**src/design/feedback_arc_set_ordering_top_assert.svh**
```systemverilog
// Assertion macros shared by the feedback arc set ordering RTL.
// Depends on nothing; define ASSERT_OFF to compile the checks out.
`ifndef FEEDBACK_ARC_SET_ORDERING_TOP_ASSERT_SVH
`define FEEDBACK_ARC_SET_ORDERING_TOP_ASSERT_SVH
`ifndef ASSERT_OFF
// Same-cycle implication.
`define FASO_ASSERT_IMP(lbl, clk, rst, ante, cons) \
   lbl: assert property (@(posedge clk) disable iff (rst) (ante) |-> (cons)) \
      else $error("assertion failed");
// Next-cycle implication.
`define FASO_ASSERT_NXT(lbl, clk, rst, ante, cons) \
   lbl: assert property (@(posedge clk) disable iff (rst) (ante) |=> (cons)) \
      else $error("assertion failed");
`else
`define FASO_ASSERT_IMP(lbl, clk, rst, ante, cons)
`define FASO_ASSERT_NXT(lbl, clk, rst, ante, cons)
`endif
`endif

```
**src/design/faso_pkg.sv**
```systemverilog
// Shared constants, command codes and status struct for the ordering block.
// Used by the controller, the datapath and the top level.
`default_nettype none
package faso_pkg;

   localparam int MAX_NODES = 64;
   localparam int IDX_W     = $clog2(MAX_NODES);
   localparam int CNT_W     = IDX_W + 1;
   localparam int ADDR_W    = 2 * IDX_W;
   localparam int ENTRY_W   = 24;
   localparam int WT_W      = 10;
   localparam int SUM_W     = 40;
   localparam int GAIN_W    = 32;
   localparam int ROUND_W   = 8;
   localparam int MODE_W    = 2;
   localparam int CSR_IDX_W = 2;
   localparam int CSR_DAT_W = 8;

   localparam logic [MODE_W-1:0] MODE_ADD   = 2'd0;
   localparam logic [MODE_W-1:0] MODE_RUN   = 2'd1;
   localparam logic [MODE_W-1:0] MODE_CLEAR = 2'd2;

   localparam logic [CSR_IDX_W-1:0] CSR_NODE_COUNT = 2'd0;
   localparam logic [CSR_IDX_W-1:0] CSR_MAX_ROUNDS = 2'd1;

   // Datapath micro-operations issued by the controller.
   typedef enum logic [5:0] {
      OP_NONE, OP_CLR, OP_LOAD, OP_ADD_RD, OP_ADD_WR, OP_RUN_INIT,
      OP_TOT_RD, OP_TOT_ACC, OP_ID_INIT, OP_ID_WR, OP_BW_INIT, OP_BW_I0,
      OP_BW_I1, OP_BW_J0, OP_BW_J1, OP_BW_J2, OP_BW_DONE, OP_P_I0, OP_P_I1,
      OP_P_J0, OP_P_J1, OP_P_J2, OP_P_J3, OP_P_MV, OP_SH_RD, OP_SH_WR,
      OP_SH_FIN, OP_P_NEXT, OP_REV_INIT, OP_REV_R0, OP_REV_R1, OP_REV_W0,
      OP_REV_W1, OP_EM_INIT, OP_EM_RD, OP_EM_LD
   } op_type;

   // Datapath conditions that steer the controller.
   typedef struct packed {
      logic [MODE_W-1:0] mode;
      logic clr_last;
      logic tot_last;
      logic i_last;
      logic j_last;
      logic j_zero;
      logic moved;
      logic k_at_best;
      logic brk;
      logic cont;
      logic a_lt_b;
      logic rsp_busy;
   } status_type;

endpackage
`default_nettype wire

```
**src/design/faso_ctrl.sv**
```systemverilog
// Controller: sequences clears, edge adds, ordering runs and result beats.
// Depends on faso_pkg.
`default_nettype none
module faso_ctrl (
   input  wire                  clock,
   input  wire                  reset,
   input  wire                  req_valid,
   output logic                 req_ready,
   input  faso_pkg::status_type status,
   output faso_pkg::op_type     cmd
);
   import faso_pkg::*;

   typedef enum logic [36:0] {
      ST_CLR     = 37'd1 << 0,  ST_IDLE    = 37'd1 << 1,  ST_DEC     = 37'd1 << 2,
      ST_ADD_RD  = 37'd1 << 3,  ST_ADD_WR  = 37'd1 << 4,  ST_RUN     = 37'd1 << 5,
      ST_TOT_RD  = 37'd1 << 6,  ST_TOT_ACC = 37'd1 << 7,  ST_ID_INIT = 37'd1 << 8,
      ST_ID_WR   = 37'd1 << 9,  ST_BW_INIT = 37'd1 << 10, ST_BW_I0   = 37'd1 << 11,
      ST_BW_I1   = 37'd1 << 12, ST_BW_J0   = 37'd1 << 13, ST_BW_J1   = 37'd1 << 14,
      ST_BW_J2   = 37'd1 << 15, ST_BW_DONE = 37'd1 << 16, ST_P_I0    = 37'd1 << 17,
      ST_P_I1    = 37'd1 << 18, ST_P_J0    = 37'd1 << 19, ST_P_J1    = 37'd1 << 20,
      ST_P_J2    = 37'd1 << 21, ST_P_J3    = 37'd1 << 22, ST_P_MV    = 37'd1 << 23,
      ST_SH_RD   = 37'd1 << 24, ST_SH_WR   = 37'd1 << 25, ST_SH_FIN  = 37'd1 << 26,
      ST_P_NEXT  = 37'd1 << 27, ST_R_CHK   = 37'd1 << 28, ST_REV_INIT = 37'd1 << 29,
      ST_REV_R0  = 37'd1 << 30, ST_REV_R1  = 37'd1 << 31, ST_REV_W0  = 37'd1 << 32,
      ST_REV_W1  = 37'd1 << 33, ST_EM_INIT = 37'd1 << 34, ST_EM_RD   = 37'd1 << 35,
      ST_EM_LD   = 37'd1 << 36
   } state_type;

   state_type state_ff, state_in;

   assign req_ready = (state_ff == ST_IDLE);

   // Next state and the command issued in each state.
   always_comb begin
      state_in = state_ff;
      cmd = OP_NONE;
      case (state_ff)
         ST_CLR: begin
            cmd = OP_CLR;
            if (status.clr_last) state_in = ST_IDLE;
         end
         ST_IDLE: begin
            if (req_valid) begin
               cmd = OP_LOAD;
               state_in = ST_DEC;
            end
         end
         ST_DEC: begin
            case (status.mode)
               MODE_ADD:   state_in = ST_ADD_RD;
               MODE_RUN:   state_in = ST_RUN;
               MODE_CLEAR: state_in = ST_CLR;
               default:    state_in = ST_IDLE;
            endcase
         end
         ST_ADD_RD: begin
            cmd = OP_ADD_RD;
            state_in = ST_ADD_WR;
         end
         ST_ADD_WR: begin
            cmd = OP_ADD_WR;
            state_in = ST_IDLE;
         end
         ST_RUN: begin
            cmd = OP_RUN_INIT;
            state_in = ST_TOT_RD;
         end
         ST_TOT_RD: begin
            cmd = OP_TOT_RD;
            state_in = ST_TOT_ACC;
         end
         ST_TOT_ACC: begin
            cmd = OP_TOT_ACC;
            state_in = status.tot_last ? ST_ID_INIT : ST_TOT_RD;
         end
         ST_ID_INIT: begin
            cmd = OP_ID_INIT;
            state_in = ST_ID_WR;
         end
         ST_ID_WR: begin
            cmd = OP_ID_WR;
            if (status.i_last) state_in = ST_BW_INIT;
         end
         ST_BW_INIT: begin
            cmd = OP_BW_INIT;
            state_in = ST_BW_I0;
         end
         ST_BW_I0: begin
            cmd = OP_BW_I0;
            state_in = status.i_last ? ST_BW_DONE : ST_BW_I1;
         end
         ST_BW_I1: begin
            cmd = OP_BW_I1;
            state_in = ST_BW_J0;
         end
         ST_BW_J0: begin
            cmd = OP_BW_J0;
            state_in = ST_BW_J1;
         end
         ST_BW_J1: begin
            cmd = OP_BW_J1;
            state_in = ST_BW_J2;
         end
         ST_BW_J2: begin
            cmd = OP_BW_J2;
            state_in = status.j_last ? ST_BW_I0 : ST_BW_J0;
         end
         ST_BW_DONE: begin
            cmd = OP_BW_DONE;
            state_in = ST_P_I0;
         end
         ST_P_I0: begin
            cmd = OP_P_I0;
            state_in = ST_P_I1;
         end
         ST_P_I1: begin
            cmd = OP_P_I1;
            state_in = ST_P_J0;
         end
         ST_P_J0: begin
            cmd = OP_P_J0;
            state_in = status.j_zero ? ST_P_MV : ST_P_J1;
         end
         ST_P_J1: begin
            cmd = OP_P_J1;
            state_in = ST_P_J2;
         end
         ST_P_J2: begin
            cmd = OP_P_J2;
            state_in = ST_P_J3;
         end
         ST_P_J3: begin
            cmd = OP_P_J3;
            state_in = ST_P_J0;
         end
         ST_P_MV: begin
            cmd = OP_P_MV;
            state_in = status.moved ? ST_SH_RD : ST_P_NEXT;
         end
         ST_SH_RD: begin
            cmd = OP_SH_RD;
            state_in = ST_SH_WR;
         end
         ST_SH_WR: begin
            cmd = OP_SH_WR;
            state_in = status.k_at_best ? ST_SH_FIN : ST_SH_RD;
         end
         ST_SH_FIN: begin
            cmd = OP_SH_FIN;
            state_in = ST_P_NEXT;
         end
         ST_P_NEXT: begin
            cmd = OP_P_NEXT;
            state_in = status.i_last ? ST_R_CHK : ST_P_I0;
         end
         ST_R_CHK: begin
            if (status.brk) begin
               state_in = ST_EM_INIT;
            end else if (status.cont) begin
               state_in = ST_REV_INIT;
            end else begin
               state_in = ST_EM_INIT;
            end
         end
         ST_REV_INIT: begin
            cmd = OP_REV_INIT;
            state_in = ST_REV_R0;
         end
         ST_REV_R0: begin
            cmd = OP_REV_R0;
            state_in = status.a_lt_b ? ST_REV_R1 : ST_BW_INIT;
         end
         ST_REV_R1: begin
            cmd = OP_REV_R1;
            state_in = ST_REV_W0;
         end
         ST_REV_W0: begin
            cmd = OP_REV_W0;
            state_in = ST_REV_W1;
         end
         ST_REV_W1: begin
            cmd = OP_REV_W1;
            state_in = ST_REV_R0;
         end
         ST_EM_INIT: begin
            cmd = OP_EM_INIT;
            state_in = ST_EM_RD;
         end
         ST_EM_RD: begin
            cmd = OP_EM_RD;
            if (!status.rsp_busy) state_in = ST_EM_LD;
         end
         ST_EM_LD: begin
            cmd = OP_EM_LD;
            state_in = status.i_last ? ST_IDLE : ST_EM_RD;
         end
         default: state_in = ST_IDLE;
      endcase
   end

   // State register; reset starts the matrix clearing sweep.
   always_ff @(posedge clock) begin
      if (reset) begin
         state_ff <= ST_CLR;
      end else begin
         state_ff <= state_in;
      end
   end

endmodule
`default_nettype wire
```
**config.mk**
```make
export PLATFORM = sky130hd
export DESIGN_NAME = faso_ctrl
export DESIGN_NICKNAME = d
export VERILOG_FILES = /design/src/design/feedback_arc_set_ordering_top_assert.svh /design/src/design/faso_pkg.sv /design/src/design/faso_ctrl.sv
export SDC_FILE = /design/constraint.sdc
export NUM_CORES = 1
export LEC_CHECK = 0
export BUFFER_PORTS_ARGS = -buffer_cell sky130_fd_sc_hd__buf_2
export CAP_MARGIN = 20
export CORE_MARGIN = 4
export CORE_UTILIZATION = 30
export CTS_BUF_LIST = sky130_fd_sc_hd__clkbuf_4
export DETAILED_ROUTE_END_ITERATION = 10
export PLACE_DENSITY = 0.6
export SYNTH_ARGS = -nofsm -noshare
export SYNTH_HDL_FRONTEND = slang
export SYNTH_SLANG_ARGS = --single-unit
```
**constraint.sdc**
```tcl
create_clock -name clock -period 3 [get_ports clock]
set_input_delay 0.45 -clock clock [delete_from_list [all_inputs] [get_ports clock]]
set_output_delay 0.45 -clock clock [all_outputs]
set_load 0.05 [all_outputs]
```
# Word level (Yosys, flattened, before mapping)
# Index checks and enable logic that the tools add are counted.
# totals
ff_bits,37
latch_bits,0
ramBits,0
romBits,0
in_bits,16
out_inout_bits,7
word_cells,67
n_memories,0
# op_classes
add_sub_neg,0
multipliers,0
div_mod_pow,0
n_lt_le_gt_ge,0
n_eq_ne,43
n_shift,0
muxes,19
bitwise_logic,0
reduce_logical,4
# op_table
cell,n
$pmux W37 S34,1
$pmux W6 S35,1
$mux W37,4
$mux W35,2
$eq A37 B1 Y1 const B,1
$eq A37 B10 Y1 const B,1
$eq A37 B11 Y1 const B,1
$eq A37 B12 Y1 const B,1
$eq A37 B13 Y1 const B,1
$eq A37 B14 Y1 const B,1
$eq A37 B15 Y1 const B,1
$eq A37 B16 Y1 const B,1
$eq A37 B17 Y1 const B,1
$eq A37 B18 Y1 const B,1
$eq A37 B19 Y1 const B,1
$eq A37 B2 Y1 const B,1
$eq A37 B20 Y1 const B,1
$eq A37 B21 Y1 const B,1
$eq A37 B22 Y1 const B,1
$eq A37 B23 Y1 const B,1
$eq A37 B24 Y1 const B,1
$eq A37 B25 Y1 const B,1
$eq A37 B26 Y1 const B,1
$eq A37 B27 Y1 const B,1
other kinds (34),38

# Longest topological paths before layout
# logic_depth
ltp_word,3
mapped_depth,10
mapped_depth_nobuf,6

# Worst setup path after synthesis
# Ideal clock, no wire load.
# synth_path
path_type,reg2out
start,register state_ff[5]
end,output cmd[1]
arrival_time_ps,2683
required_ps,2550
slack_ps,-133
path_stages_with_launch,9
n_path_buf,2
cell_sequence,dfxtp_1 buf_6 or4_4 buf_6 nor4_4 nand4b_2 or4b_4 nand4_1 or4_1
# synth_between
elab_chain_len,2
elab_cells_between_ends,36
cone_classes,eq/ne: 35; mux: 1
# synth_lines
item,line,text
from (decl),faso_ctrl.sv:30,"state_type state_ff, state_in;"
from (signal assigned),faso_ctrl.sv:207,state_ff <= state_in;
"$eq A37 B37 Y1, or another cell as far along",faso_ctrl.sv:38,case (state_ff)
$pmux W6 S35 (*),faso_ctrl.sv:38,
to (decl),faso_ctrl.sv:10,output faso_pkg::op_type cmd
# Mark *: on every way between the ends. The rest lies on a longest branch, timed or not.

# Final worst setup path
# layout_path
start,register state_ff[12]
end,output cmd[1]
# Same word-level chain as after synthesis.

==> run summary <==
The run finished, with violations left. The final reports fail on setup timing. For this run the aggregate overflow at the end of global routing stands at 0. The total clock sinks is 37. The worst setup slack after placement was -0.0808 ns. The final layout contains routed wiring with a total length of 8400 µm.

Dividing the synthesized area by the synthesized cell count gives 7.79 µm². Summing all placed instances gives a cell area of 3230 µm². The measured slew at the worst slew-check pin works out to 0.577 ns. On the critical path, the stage with the largest delay is an instance of or4_4. In the routed design, unresolved DRC markers number 0. Derived from the worst setup path, the maximum achievable clock frequency is 308 MHz. Among all cell types in the netlist, the one instantiated most often is nor2_1. The synthesized design contains 37 register bits.

In this run the worst hold path is classified as in -> reg. Relative to the synthesized area, the layout overhead comes to 43.7%. The largest single stage delay on the critical path is 0.57 ns. Summed over all nets, the switching power comes to 0.000291 W. Register with the highest flop count: state_ff. Sorting the synthesized cells by how often they occur yields nor2_1 (43), dfxtp_1 (37), nor3_1 (22).

The areal power density over the cells was 274 nW/µm². Dividing the detail-routed wire length by the instance count gives 16.2 µm. For this design the static power due to leakage is 1.46 nW. The register with the most flip-flops in the layout has 37 of them. Row generation in the floorplan step produced 33 rows. In the final layout, the registers with the most flip-flops are state_ff x37.

Hold is met by 0.271 ns. The post-detailed-route count of antenna-violating nets was 0; the number of antenna cells inserted was 0. By area the synthesized netlist is led by dfxtp_1 (30%), nor2_1 (6.4%), nor4_1 (5.0%). The tools report the wire length of the first global-routing pass as 13,700 µm. Entering global routing, the biggest net connects 21 pins. The most numerous cell type found on the critical path is or4_4.

The logs give 0 for the count of endpoints failing hold in the final timing report and 23 for the number of top-level pins. The count of buffers from port buffering works out to 22. Traced cell by cell, the critical path runs through or4_4 > nor4_4 > buf_4 > nand4b_4 > or4b_4 > nand4_1 > or4_4 > buf_8. The die is 99.4 µm tall. Count of flip-flops with a built-in enable after synthesis: 0. Before antenna repair, the detailed router went through 4 iterations. The logs give 338 for the post-synthesis net count and 2.55 ns for the worst endpoint required time.

The cell area that synthesis handed to floorplanning was 2510 µm². Grouping stages by cell kind, the critical path spends the most delay in simple AND/OR/NAND/NOR gates. The worst clock skew on the final layout is 0.00956 ns, and the placed wire-length estimate after detailed placement is 6350 µm. The worst setup path is launched from a flip-flop. The cell count after synthesis came out at 322. Cell internal power was estimated by the tool at 0.000697 W. The logs give 0 for the number of synthesis warnings and 3 for the setup-violating endpoint count in the final report.

The run gives 0.955 as the global placer's final weighted congestion. The die covers 9890 µm². The average vias per placed instance is 5.53. The run gives 30.7% as the initial core utilization.

The worst setup path is captured at a primary output. At the end of the flow, the number of nets in the layout was 428. The post-cts hold buffer count came out at 0. The minimum setup slack in the final design is -0.247 ns, and the share of synthesized registers carrying an async set or reset is 0%. TritonCTS built the clock tree. Number of antenna violations at the first check in global routing: 0. The logs give 2,860 for the via total after detailed routing and 23.6% for the power share of the combinational group. The share of synthesized area occupied by flip-flops and latches was 29.5%.

After the first detailed-routing iteration, the DRC count stood at 121. The synthesized design devotes to its leading area cell type 29.5% of total area. The top cell type by total area after synthesis is dfxtp_1. The type of the worst setup path is reg -> out.

Share of final-layout standard cells stronger than drive strength 1: 38.3%. The time the final worst path needs with I/O delays and setup is 3.25 ns, and the buffer and inverter count on the worst path is 2. The worst path uses 108% of the clock period. The data arrival time of the worst path is 2.80 ns, and the core occupancy in the finished layout is 44.1%. The clock reaches the later pin of the worst-skew pair after 0.34 ns. Among all flip-flop cells after synthesis, the most frequent one is dfxtp_1. Net switching is 29.5% of the power. Relative slew slack: 61.0%. After routing the design area is 3600 µm². The die width is 99.4 µm. For this run, the total global-route usage over all layers was measured as 17.2%. Synthesis instantiated 56 different standard cells from the library.

The largest buffer count on any clock path came out at 2. Setup repair after global routing could not meet its margin everywhere. The number of maximum-capacitance constraint violations is 0, and the minimum setup slack among reg-to-reg paths is 0.40 ns. The placeable core region came out at 8180 µm².

The max-slew violation count is 0. Maximum fanout count along the critical path: 4. The largest voltage drop on the vdd net was 211 µV; the clock-pin slew on the worst setup and hold paths was 0.10 ns. The tools report the count of H-tree levels built during CTS as 2. For the total CTS buffers, the log shows 5.

In this run the clock root is driven by a clkbuf_4. The run gives 26.1% as the clock network power share. Via count of the first global-routing pass: 2,797. Per report_power, the sequential group accounts for 50.3% of the total.
power by group through the flow:
| stage | combinational [W] | clock (W) | sequential, W |
|---|---|---|---|
| 2_1_floorplan | 0.000112 | 0 | 0.000509 |
| 3_3_place_gp | 0.000201 | 0 | 0.000508 |
| 3_5_place_dp | 0.000201 | 0 | 0.000508 |
| 4_1_cts | 0.000218 | 0.000267 | 0.000497 |
| 5_1_grt | 0.000252 | 0.000286 | 0.000498 |
| 6_report | 0.000234 | 0.000257 | 0.000497 |
cell type report:
type / count / area, µm²
fillers: 831 / 4570
multi-input cells: 255 / 1840
repair buffers: 104 / 807
flip-flops and latches: 37 / 746
well taps: 105 / 131
clock buffers: 6 / 45.0
inverters: 9 / 33.8
clock inverters: 1 / 3.75
kinds of logic after synthesis:
logic type,count (synthesis),synth area share (%)
and+or+nand+nor,198,48.4
xor gates and xnor gates,11,3.84
AOI/OAI and AO/OA,46,12.7
DFF,37,29.5
buffers and inverters,30,5.59
layout by cell type, fill, tap and decap left out, drive strengths merged, types with 6 or more instances in the layout:
| cell type | netlist | layout |
|---|---|---|
| nor2 | 43 | 43 |
| dfxtp | 37 | 37 |
| nand4 | 9 | 9 |
| nor4b | 7 | 7 |
| inv | 9 | 9 |
| nor4 | 24 | 24 |
| nor3b | 9 | 9 |
| nand2b | 11 | 11 |
| or4 | 15 | 15 |
| a21oi | 9 | 9 |
| clkbuf | 16 | 6 |
| nand3 | 12 | 12 |
| nand2 | 13 | 13 |
| xnor2 | 6 | 6 |
| nor3 | 22 | 22 |
| buf | 5 | 104 |
| o21ai | 10 | 10 |
| or3 | 8 | 8 |
final timing paths:
path	endpoint	cells past startpoint	startpoint
hold reg to reg	state_ff[6]$_SDFFE_PP0P_	2	state_ff[4]$_SDFFE_PP0P_
setup / recovery	cmd[1]	8	state_ff[12]$_SDFFE_PP0P_
hold / removal	state_ff[29]$_SDFFE_PP0P_	2	status[3]
setup reg to reg	state_ff[1]$_SDFFE_PP0P_	7	state_ff[29]$_SDFFE_PP0P_
per-layer routing:
| layer | vias to the layer above | global-route usage [%] | part of all wire [%] |
|---|---|---|---|
| li1 | 1402 | - | - |
| met3 | 17 | 3.79 | 5.9 |
| met1 | 1350 | 22.5 | 44 |
| met4 | 0 | 7.14 | 2.3 |
| met2 | 91 | 27.5 | 48 |
| met5 | - | 0 | 0 |
per-stage QoR:
step           cells  power [W]  TNS, ns
4_1_cts          516   0.000982   -0.490
2_1_floorplan    322   0.000621        0
3_5_place_dp     505   0.000709   -0.157
6_report         517   0.000988   -0.523
3_3_place_gp     505   0.000709  -0.0940
5_1_grt          517    0.00104    -1.01
repair_timing:
item / 4_1_cts / 5_1_grt
buffers inserted: 4 / 1
setup endpoints to repair: 7 / 7
pin swaps: 7 / 6
gates resized for setup: 39 / 27
(Power assumes the default switching activity.)
